$ cat config.mk
export PLATFORM = sky130hd
export DESIGN_NAME = framer_with_quad_check_bytes_flat
export DESIGN_NICKNAME = d
export VERILOG_FILES = /design/src/sv/fqc_pkg.sv /design/src/sv/fqc_ifs.sv /design/src/sv/fqc_front.sv /design/src/sv/fqc_queue.sv /design/src/sv/fqc_back.sv /design/src/sv/framer_with_quad_check_bytes.sv /design/src/flat_wrapper.sv
export SDC_FILE = /design/constraint.sdc
export NUM_CORES = 1
export LEC_CHECK = 0
export BUFFER_PORTS_ARGS = -buffer_cell sky130_fd_sc_hd__clkbuf_2
export CAP_MARGIN = 20
export CELL_PAD_IN_SITES_DETAIL_PLACEMENT = 1
export CELL_PAD_IN_SITES_GLOBAL_PLACEMENT = 1
export CORE_MARGIN = 3
export CORE_UTILIZATION = 40
export DETAILED_ROUTE_END_ITERATION = 10
export GPL_TIMING_DRIVEN = 0
export PLACE_DENSITY_LB_ADDON = 0.15
export SLEW_MARGIN = 15
export SYNTH_ARGS = -nofsm -noshare
export SYNTH_HDL_FRONTEND = slang
export SYNTH_SLANG_ARGS = --single-unit
$ cat constraint.sdc
create_clock -name clk -period 5.4 [get_ports clk]
set_input_delay 0.81 -clock clk [delete_from_list [all_inputs] [get_ports clk]]
set_output_delay 0.81 -clock clk [all_outputs]
set_load 0.005 [all_outputs]
$ cat src/sv/fqc_pkg.sv
`default_nettype none

package fqc_pkg;

  // Framing bytes and accumulator seeds.
  localparam logic [7:0]  SYNC_BYTE  = 8'hFF;
  localparam logic [7:0]  END_BYTE   = 8'h99;
  localparam logic [15:0] ROT_SEED   = 16'h13B7;
  localparam logic [7:0]  SWAP_SEED  = 8'h3D;
  localparam logic [7:0]  PLAIN_SEED = 8'h4D;

  // Depth of the command queue between the front and the back.
  localparam int QDEPTH = 4;
  localparam int QAW    = $clog2(QDEPTH);

  // One queued command: the payload byte, its framing flags and the
  // accumulator values after this byte has been folded in.
  typedef struct packed {
    logic [7:0]  data;
    logic        hdr;
    logic        last;
    logic [7:0]  xor_acc;
    logic [15:0] rot;
    logic [7:0]  swap;
    logic [7:0]  plain;
  } fqc_rec_t;

  // Output sequencer phases.
  typedef enum logic [9:0] {
    PH_OPEN = 10'b00_0000_0001,
    PH_HDR1 = 10'b00_0000_0010,
    PH_DATA = 10'b00_0000_0100,
    PH_C0   = 10'b00_0000_1000,
    PH_C1   = 10'b00_0001_0000,
    PH_C2   = 10'b00_0010_0000,
    PH_C3   = 10'b00_0100_0000,
    PH_C4   = 10'b00_1000_0000,
    PH_SYNC = 10'b01_0000_0000,
    PH_END  = 10'b10_0000_0000
  } fqc_phase_t;

  // Add a byte, then rotate the 16-bit sum left by one.
  function automatic logic [15:0] fold_rot(input logic [15:0] acc, input logic [7:0] b);
    logic [15:0] s;
    s = acc + {8'h00, b};
    return {s[14:0], s[15]};
  endfunction

  // Add a byte, then swap the nibbles of the 8-bit sum.
  function automatic logic [7:0] fold_swap(input logic [7:0] acc, input logic [7:0] b);
    logic [7:0] s;
    s = acc + b;
    return {s[3:0], s[7:4]};
  endfunction

endpackage

`default_nettype wire

$ cat src/sv/fqc_ifs.sv
`default_nettype none

// Payload byte channel into the framer.
interface fqc_in_if;
  logic       valid;
  logic       ready;
  logic [7:0] data_byte;
  logic       is_last;

  modport source (output valid, output data_byte, output is_last, input ready);
  modport sink (input valid, input data_byte, input is_last, output ready);
endinterface

// Framed byte stream out of the framer.
interface fqc_out_if;
  logic       valid;
  logic       ready;
  logic [7:0] out_byte;
  logic       run_last;
  logic       frame_end;

  modport source (output valid, output out_byte, output run_last, output frame_end,
                  input ready);
  modport sink (input valid, input out_byte, input run_last, input frame_end,
                output ready);
endinterface

`default_nettype wire

$ cat src/sv/fqc_front.sv
`default_nettype none

module fqc_front (
  input  wire logic       clk,
  input  wire logic       rst_n,
  fqc_in_if.sink          in_ch,
  output fqc_pkg::fqc_rec_t push_rec,
  output logic            push_valid,
  input  wire logic       push_ready
);
  import fqc_pkg::*;

  logic        in_frame_r;
  logic [7:0]  xor_r;
  logic [15:0] rot_r;
  logic [7:0]  swap_r;
  logic [7:0]  plain_r;

  logic [7:0]  xor_nxt;
  logic [15:0] rot_nxt;
  logic [7:0]  swap_nxt;
  logic [7:0]  plain_nxt;
  logic        accept;

  // A transfer happens whenever a byte is valid and the queue has room.
  assign in_ch.ready = push_ready;
  assign push_valid  = in_ch.valid;
  assign accept      = in_ch.valid && push_ready;

  // Fold the incoming byte into all four accumulators.
  assign xor_nxt   = xor_r ^ in_ch.data_byte;
  assign rot_nxt   = fold_rot(rot_r, in_ch.data_byte);
  assign swap_nxt  = fold_swap(swap_r, in_ch.data_byte);
  assign plain_nxt = plain_r + in_ch.data_byte;

  // The command carries the updated sums so the back can build the check bytes.
  always_comb begin
    push_rec.data    = in_ch.data_byte;
    push_rec.hdr     = !in_frame_r;
    push_rec.last    = in_ch.is_last;
    push_rec.xor_acc = xor_nxt;
    push_rec.rot     = rot_nxt;
    push_rec.swap    = swap_nxt;
    push_rec.plain   = plain_nxt;
  end

  // Accumulators reload their seeds after the last byte of a frame.
  always_ff @(posedge clk) begin
    if (!rst_n) begin
      in_frame_r <= 1'b0;
      xor_r      <= 8'h00;
      rot_r      <= ROT_SEED;
      swap_r     <= SWAP_SEED;
      plain_r    <= PLAIN_SEED;
    end else if (accept) begin
      in_frame_r <= !in_ch.is_last;
      if (in_ch.is_last) begin
        xor_r   <= 8'h00;
        rot_r   <= ROT_SEED;
        swap_r  <= SWAP_SEED;
        plain_r <= PLAIN_SEED;
      end else begin
        xor_r   <= xor_nxt;
        rot_r   <= rot_nxt;
        swap_r  <= swap_nxt;
        plain_r <= plain_nxt;
      end
    end
  end

endmodule

`default_nettype wire

$ cat src/sv/fqc_queue.sv
`default_nettype none

module fqc_queue (
  input  wire logic               clk,
  input  wire logic               rst_n,
  input  wire logic               push_valid,
  input  wire fqc_pkg::fqc_rec_t  push_rec,
  output logic                    push_ready,
  output logic                    head_valid,
  output fqc_pkg::fqc_rec_t       head_rec,
  input  wire logic               pop
);
  import fqc_pkg::*;

  fqc_rec_t           mem_r [QDEPTH];
  logic [QAW-1:0]     wr_ptr_r;
  logic [QAW-1:0]     rd_ptr_r;
  logic [QAW:0]       count_r;
  logic               do_push;
  logic               do_pop;

  assign push_ready = (count_r != QDEPTH[QAW:0]);
  assign head_valid = (count_r != '0);
  assign head_rec   = mem_r[rd_ptr_r];
  assign do_push    = push_valid && push_ready;
  assign do_pop     = pop && head_valid;

  // Storage for queued commands.
  always_ff @(posedge clk) begin
    if (do_push) begin
      mem_r[wr_ptr_r] <= push_rec;
    end
  end

  // Pointers and fill count.
  always_ff @(posedge clk) begin
    if (!rst_n) begin
      wr_ptr_r <= '0;
      rd_ptr_r <= '0;
      count_r  <= '0;
    end else begin
      if (do_push) begin
        wr_ptr_r <= wr_ptr_r + 1'b1;
      end
      if (do_pop) begin
        rd_ptr_r <= rd_ptr_r + 1'b1;
      end
      if (do_push && !do_pop) begin
        count_r <= count_r + 1'b1;
      end else if (do_pop && !do_push) begin
        count_r <= count_r - 1'b1;
      end
    end
  end

endmodule

`default_nettype wire

$ cat src/sv/fqc_back.sv
`default_nettype none

module fqc_back (
  input  wire logic               clk,
  input  wire logic               rst_n,
  input  wire logic               head_valid,
  input  wire fqc_pkg::fqc_rec_t  head_rec,
  output logic                    pop,
  fqc_out_if.source               out_ch
);
  import fqc_pkg::*;

  fqc_phase_t  phase_r, phase_nxt;
  logic [15:0] rot_w_r, rot_w_nxt;
  logic [7:0]  swap_w_r, swap_w_nxt;
  logic [7:0]  plain_w_r, plain_w_nxt;

  logic        out_valid_r;
  logic [7:0]  out_byte_r;
  logic        run_last_r;
  logic        frame_end_r;

  logic        adv;
  logic [7:0]  emit_byte;
  logic        emit_run_last;
  logic        emit_frame_end;

  // One byte is produced per cycle whenever a command is queued and the output register can take it.
  assign adv = head_valid && (!out_valid_r || out_ch.ready);

  // Select the next byte of the stream and advance the check byte chain.
  always_comb begin
    phase_nxt      = phase_r;
    rot_w_nxt      = rot_w_r;
    swap_w_nxt     = swap_w_r;
    plain_w_nxt    = plain_w_r;
    emit_byte      = head_rec.data;
    emit_run_last  = 1'b0;
    emit_frame_end = 1'b0;
    pop            = 1'b0;
    case (phase_r)
      PH_OPEN: begin
        if (head_rec.hdr) begin
          emit_byte = SYNC_BYTE;
          phase_nxt = PH_HDR1;
        end else if (head_rec.last) begin
          phase_nxt = PH_C0;
        end else begin
          emit_run_last = 1'b1;
          pop           = adv;
        end
      end
      PH_HDR1: begin
        emit_byte = SYNC_BYTE;
        phase_nxt = PH_DATA;
      end
      PH_DATA: begin
        if (head_rec.last) begin
          phase_nxt = PH_C0;
        end else begin
          emit_run_last = 1'b1;
          pop           = adv;
          phase_nxt     = PH_OPEN;
        end
      end
      PH_C0: begin
        emit_byte   = head_rec.xor_acc;
        rot_w_nxt   = fold_rot(head_rec.rot, head_rec.xor_acc);
        swap_w_nxt  = fold_swap(head_rec.swap, head_rec.xor_acc);
        plain_w_nxt = head_rec.plain + head_rec.xor_acc;
        phase_nxt   = PH_C1;
      end
      PH_C1: begin
        emit_byte   = rot_w_r[15:8];
        swap_w_nxt  = fold_swap(swap_w_r, rot_w_r[15:8]);
        plain_w_nxt = plain_w_r + rot_w_r[15:8];
        phase_nxt   = PH_C2;
      end
      PH_C2: begin
        emit_byte   = rot_w_r[7:0];
        swap_w_nxt  = fold_swap(swap_w_r, rot_w_r[7:0]);
        plain_w_nxt = plain_w_r + rot_w_r[7:0];
        phase_nxt   = PH_C3;
      end
      PH_C3: begin
        emit_byte   = swap_w_r;
        plain_w_nxt = plain_w_r + swap_w_r;
        phase_nxt   = PH_C4;
      end
      PH_C4: begin
        emit_byte = plain_w_r;
        phase_nxt = PH_SYNC;
      end
      PH_SYNC: begin
        emit_byte = SYNC_BYTE;
        phase_nxt = PH_END;
      end
      PH_END: begin
        emit_byte      = END_BYTE;
        emit_run_last  = 1'b1;
        emit_frame_end = 1'b1;
        pop            = adv;
        phase_nxt      = PH_OPEN;
      end
      default: begin
        phase_nxt = PH_OPEN;
      end
    endcase
  end

  // Sequencer state and check byte working registers.
  always_ff @(posedge clk) begin
    if (!rst_n) begin
      phase_r <= PH_OPEN;
    end else if (adv) begin
      phase_r <= phase_nxt;
    end
  end

  always_ff @(posedge clk) begin
    if (adv) begin
      rot_w_r   <= rot_w_nxt;
      swap_w_r  <= swap_w_nxt;
      plain_w_r <= plain_w_nxt;
    end
  end

  // Output register decouples the sequencer from the result channel.
  always_ff @(posedge clk) begin
    if (!rst_n) begin
      out_valid_r <= 1'b0;
    end else if (adv) begin
      out_valid_r <= 1'b1;
    end else if (out_ch.ready) begin
      out_valid_r <= 1'b0;
    end
  end

  always_ff @(posedge clk) begin
    if (adv) begin
      out_byte_r  <= emit_byte;
      run_last_r  <= emit_run_last;
      frame_end_r <= emit_frame_end;
    end
  end

  assign out_ch.valid     = out_valid_r;
  assign out_ch.out_byte  = out_byte_r;
  assign out_ch.run_last  = run_last_r;
  assign out_ch.frame_end = frame_end_r;

endmodule

`default_nettype wire

$ cat src/sv/framer_with_quad_check_bytes.sv
`default_nettype none

// Channel   Dir  Payload                          Transfer
// in_ch     in   data_byte[7:0], is_last          valid && ready
// out_ch    out  out_byte[7:0], run_last,         valid && ready
//                frame_end
//
// The output sequencer emits one byte per cycle while a command is queued and out_ch
// is not stalled; a frame header adds two bytes and a frame trailer adds seven.
// A four-entry command queue lets input bytes keep arriving while a trailer drains.
// A first output byte passes through the command queue and then the output register
// before it is offered on out_ch.
// Reset is synchronous and active low; it empties the queue and reloads the sums.
// Stalls on out_ch hold the output register and back up into the queue.

module framer_with_quad_check_bytes (
  input  wire logic clk,
  input  wire logic rst_n,
  fqc_in_if.sink    in_ch,
  fqc_out_if.source out_ch
);
  import fqc_pkg::*;

  fqc_rec_t push_rec;
  logic     push_valid;
  logic     push_ready;
  fqc_rec_t head_rec;
  logic     head_valid;
  logic     pop;

  // Front: accepts bytes and keeps the running sums.
  fqc_front u_front (
    .clk        (clk),
    .rst_n      (rst_n),
    .in_ch      (in_ch),
    .push_rec   (push_rec),
    .push_valid (push_valid),
    .push_ready (push_ready)
  );

  // Queue of commands between front and back.
  fqc_queue u_queue (
    .clk        (clk),
    .rst_n      (rst_n),
    .push_valid (push_valid),
    .push_rec   (push_rec),
    .push_ready (push_ready),
    .head_valid (head_valid),
    .head_rec   (head_rec),
    .pop        (pop)
  );

  // Back: emits header, payload, check bytes and trailer.
  fqc_back u_back (
    .clk        (clk),
    .rst_n      (rst_n),
    .head_valid (head_valid),
    .head_rec   (head_rec),
    .pop        (pop),
    .out_ch     (out_ch)
  );

endmodule

`default_nettype wire

$ cat src/flat_wrapper.sv
// flat-port wrapper written by rule: the top's interface ports become plain ports
module framer_with_quad_check_bytes_flat import fqc_pkg::*;
  (clk, rst_n, in_ch_valid, in_ch_data_byte, in_ch_is_last, in_ch_ready, out_ch_valid, out_ch_out_byte, out_ch_run_last, out_ch_frame_end, out_ch_ready);
  fqc_in_if in_ch_i ();
  fqc_out_if out_ch_i ();
  input  wire logic clk;
  input  wire logic rst_n;
  input wire logic [$bits(in_ch_i.valid)-1:0] in_ch_valid;
  input wire logic [$bits(in_ch_i.data_byte)-1:0] in_ch_data_byte;
  input wire logic [$bits(in_ch_i.is_last)-1:0] in_ch_is_last;
  output wire logic [$bits(in_ch_i.ready)-1:0] in_ch_ready;
  output wire logic [$bits(out_ch_i.valid)-1:0] out_ch_valid;
  output wire logic [$bits(out_ch_i.out_byte)-1:0] out_ch_out_byte;
  output wire logic [$bits(out_ch_i.run_last)-1:0] out_ch_run_last;
  output wire logic [$bits(out_ch_i.frame_end)-1:0] out_ch_frame_end;
  input wire logic [$bits(out_ch_i.ready)-1:0] out_ch_ready;
  assign in_ch_i.valid = in_ch_valid;
  assign in_ch_i.data_byte = in_ch_data_byte;
  assign in_ch_i.is_last = in_ch_is_last;
  assign in_ch_ready = in_ch_i.ready;
  assign out_ch_valid = out_ch_i.valid;
  assign out_ch_out_byte = out_ch_i.out_byte;
  assign out_ch_run_last = out_ch_i.run_last;
  assign out_ch_frame_end = out_ch_i.frame_end;
  assign out_ch_i.ready = out_ch_ready;
  framer_with_quad_check_bytes u_core (.clk(clk), .rst_n(rst_n), .in_ch(in_ch_i), .out_ch(out_ch_i));
endmodule
==> reports/metrics.csv <==
stage,metric,value,unit
outcome,status,"complete, no violations",
detailed_routing,drcViolationCount,0,
synth,syn_avg_cell_area,13.0,um2
global_routing,antenna_found_initial,0,
floorplanning,die_h,199,um
power,ir_drop,194,uV
placement,place.detailed.hpwl,29800,um
detailed_routing,viasPerCell,5.65,
clock_network,cts_buffers,37,
synth,ys_ff_latch,303,
critical_path,slowest_stage,clkbuf_1,
synth,synth-seq-area-share,56.9,%
timing,finalHoldViolations,0,
synth,ys_types,75,
synth,yosysTopAreaCell,edfxtp_1,
cells_and_area,layout-drive-gt1-share,13.7,%
hold_path,hp-class,flip-flop to flip-flop,
timing,slew_headroom,32.8,%
timing,period_minus_slack,4.95,ns
timing,max_slew.worst_pin.slew,1.01,ns
detailed_routing,wl_per_cell,24.3,um
critical_path,path_depth,14,
timing,skew,0.0195,ns
clock_network,cts_resized,0,
placement,dpl-instance-area,0.0157,mm2
synth,yosys-top-cells-area,"edfxtp_1, dfxtp_1, mux4_2",
floorplanning,core,0.0367,mm2
critical_path,startpoint_type,flip-flop,
cells_and_area,regArea,0.00849,mm2
synth,synth_top_area_share,48.7,%
power,powerDensity,477,mW/mm2
cells_and_area,layout.nets,1306,
critical_path,path_buf_inv,5,
critical_path,required,5.66,ns
critical_path,cp_slowest_stage_delay,0.63,ns
synth,synth_ff_type,edfxtp_1,
critical_path,ff2ff_path_depth,14,
detailed_routing,drtIter0Drc,719,
cells_and_area,multi_input_area,0.00611,mm2
cells_and_area,diodes,0,
clock_network,htreeDepth,2,
synth,synth_fp_nets,1240,
clock_network,cts.sinks,303,
global_routing,track_usage,21.4,%
synth,synth_edf_count,242,
critical_path,endpoint_kind,flip-flop,
detailed_routing,routed_wl,41400,um
floorplanning,start_util,40.6,%
floorplanning,dieArea,0.0396,mm2
floorplanning,fp.dieW,199,um
detailed_routing,drt_first_pass_iters,5,
clock_network,cts.path.max_buffers,3,
critical_path,path_max_fanout,10,
critical_path,arrival,5.21,ns
power,leakage,5.92,nW
synth,netlist_instances,1145,
detailed_routing,vias,9652,
clock_network,clock_latency,0.53,ns
critical_path,crit_family,buffers and inverters,
timing,setup-violations-final,0,
placement,portBuffers,23,
synth,netlist_area,0.0149,mm2
clock_network,clk_root_buffer_cell,clkbuf_16,
detailed_routing,antenna_left,0,
global_routing,first_global_vias,10200,
timing,fmax,202,MHz
synth,async_flop_share,0,%
floorplanning,rows,70,
clock_network,cts_tree,yes,
timing,setup_tns,0,ns
timing,period_share,91.6,%
global_routing,grt_overflow_total,0,
synth,yosysWarningCount,0,
clock_network,postCtsSetupBuffers,0,
critical_path,crit_chain,buf_2 > buf_2 > clkbuf_1 > clkbuf_1 > mux4_2 > ha_1 > inv_1 > fa_1 > nor2b_1 > o31a_1 > o311a_1 > o31a_1 > and3_1 > xor2_1,
clock_network,cts.reportedPaths.clkPinSlew,0.05,ns
placement,gp_congestion,0.906,
critical_path,critPathKind,flip-flop to flip-flop,
global_routing,grt_pass1_wl,63400,um
job,maxCapViolations,0,
timing,rsz0062_at_grt,false,
global_routing,grt_max_degree,46,
floorplanning,ioPinCount,25,
cells_and_area,area_growth,13.4,%
clock_network,holdBufCountCts,0,
timing,maxSlewViolCount,0,
hold_path,holdPathStages,1,
cells_and_area,final_cell_area,0.0169,mm2
cells_and_area,fill_cells,3778,
timing,holdWs,0.467,ns
## logic make-up after synthesis
family	Yosys count	synth area share (%)
AO/OA/AOI/OAI	238	10.4
XOR/XNOR	84	4.93
adder cells (fa/ha/maj)	82	7.38
buffers and inverters	80	2.27
flip-flops	303	56.9
multiplexers	55	7.90
AND/OR/NAND/NOR	303	10.2
## through the flow
step | power, mW | utilization [%] | instances | worst slack, ns
final | 8.07 | 46.1 | 1707 | 0.451
after global routing | 8.54 | 46.1 | 1707 | 0.221
after detailed placement | 5.73 | 42.9 | 1640 | 0.399
after CTS | 8.15 | 46.1 | 1707 | 0.369
after floorplan | 4.89 | - | 1145 | 1.49
after global placement | 5.64 | 42.5 | 1636 | 0.414
## layout make-up
cell class | instances | share of cell area [%]
buffer | 41 | 1.12
clock buffer | 51 | 5.96
clock inverter | 16 | 0.925
inverter | 39 | 0.881
multi-input combinational | 762 | 36.2
sequential | 303 | 50.2
tap | 468 | 3.46
timing repair buffer | 27 | 1.29
## synthesized netlist by cell type (all sizes together), types with 4 or more instances
cell type and instances:
o21a 9, nand3b 13, edfxtp 242, or4 7
nor4 6, a21oi 64, fa 10, o22ai 6
nor4b 4, nand3 25, o21ai 57, and3 12
clkbuf 24, o41ai 4, o211ai 7, nand2 69
or3 7, nand2b 5, inv 38, ha 72
mux4 50, a21boi 4, a21o 9, nor3b 9
o31a 4, dfxtp 61, nor2b 9, o22a 7
a22o 13, nor3 26, a22oi 18, xor2 41
nor2 96, xnor2 43, buf 17, o21bai 4
a211oi 10
## layout by cell type (no fill, tap or decap), drive strengths merged, types with 5 or more instances in the layout
cell,instances
edfxtp,242
clkbuf,98
nor2,96
ha,72
nand2,69
a21oi,64
dfxtp,61
o21ai,57
mux4,50
xnor2,43
xor2,41
inv,41
nor3,26
nand3,25
buf,21
a22oi,18
nand3b,13
a22o,13
and3,12
a211oi,10
fa,10
clkinv,10
a21o,9
o21a,9
nor2b,9
nor3b,9
or3,7
o211ai,7
o22a,7
or4,7
nor4,6
o22ai,6
nand2b,5
## worst register-to-register path, stage by stage (launching register included)
cell and delay [ns]:
dfxtp_1 0.46, buf_2 0.37, buf_2 0.35, clkbuf_1 0.57
clkbuf_1 0.63, mux4_2 0.50, ha_1 0.26, inv_1 0.07
fa_1 0.20, nor2b_1 0.06, o31a_1 0.27, o311a_1 0.34
o31a_1 0.31, and3_1 0.17, xor2_1 0.13
## flip-flops by register name (all words and copies together) (netlist names), named ones only
| register | cells |
|---|---|
| u_core.u_queue.mem_r | 200 |
| u_core.u_back.rot_w_r | 16 |
| u_core.u_front.rot_r | 16 |
| u_core.u_back.phase_r | 10 |
| u_core.u_back.out_ch.out_byte | 8 |
| u_core.u_back.plain_w_r | 8 |
| u_core.u_back.swap_w_r | 8 |
| u_core.u_front.plain_r | 8 |
| u_core.u_front.swap_r | 8 |
| u_core.u_front.xor_r | 8 |
| u_core.u_queue.count_r | 3 |
| u_core.u_queue.rd_ptr_r | 2 |
| u_core.u_queue.wr_ptr_r | 2 |
| u_core.u_back.out_ch.frame_end | 1 |
| u_core.u_back.out_ch.run_last | 1 |
| u_core.u_back.out_ch.valid | 1 |
| u_core.u_front.in_frame_r | 1 |
## routing by layer
metal	wire [um]	part of all wire, %	GRT usage [%]	vias to the layer above
li1	-	-	-	4512
met1	18700	45	29.3	4842
met2	19300	47	34.7	215
met3	1760	4.3	3.12	83
met4	1680	4.1	8.28	0
met5	0	0	0	-
## power breakdown
group | internal [mW] | switching, mW | leakage (nW)
clock network | 1.41 | 0.980 | 0.571
logic | 0.957 | 1.55 | 2.64
registers | 3.05 | 0.109 | 2.71
total | 5.43 | 2.64 | 5.92
## path summary, 6_finish.rpt
check,endpoint,slack [ns],startpoint
max,u_core.u_back.rot_w_r[13],0.45,flip-flop
min,u_core.u_front.swap_r[2],0.47,u_core.u_front.swap_r[2]
max reg2reg,u_core.u_back.rot_w_r[13],0.45,flip-flop
min reg2reg,u_core.u_front.swap_r[2],0.47,u_core.u_front.swap_r[2]
Note: power is estimated with default switching activity, not from simulation.
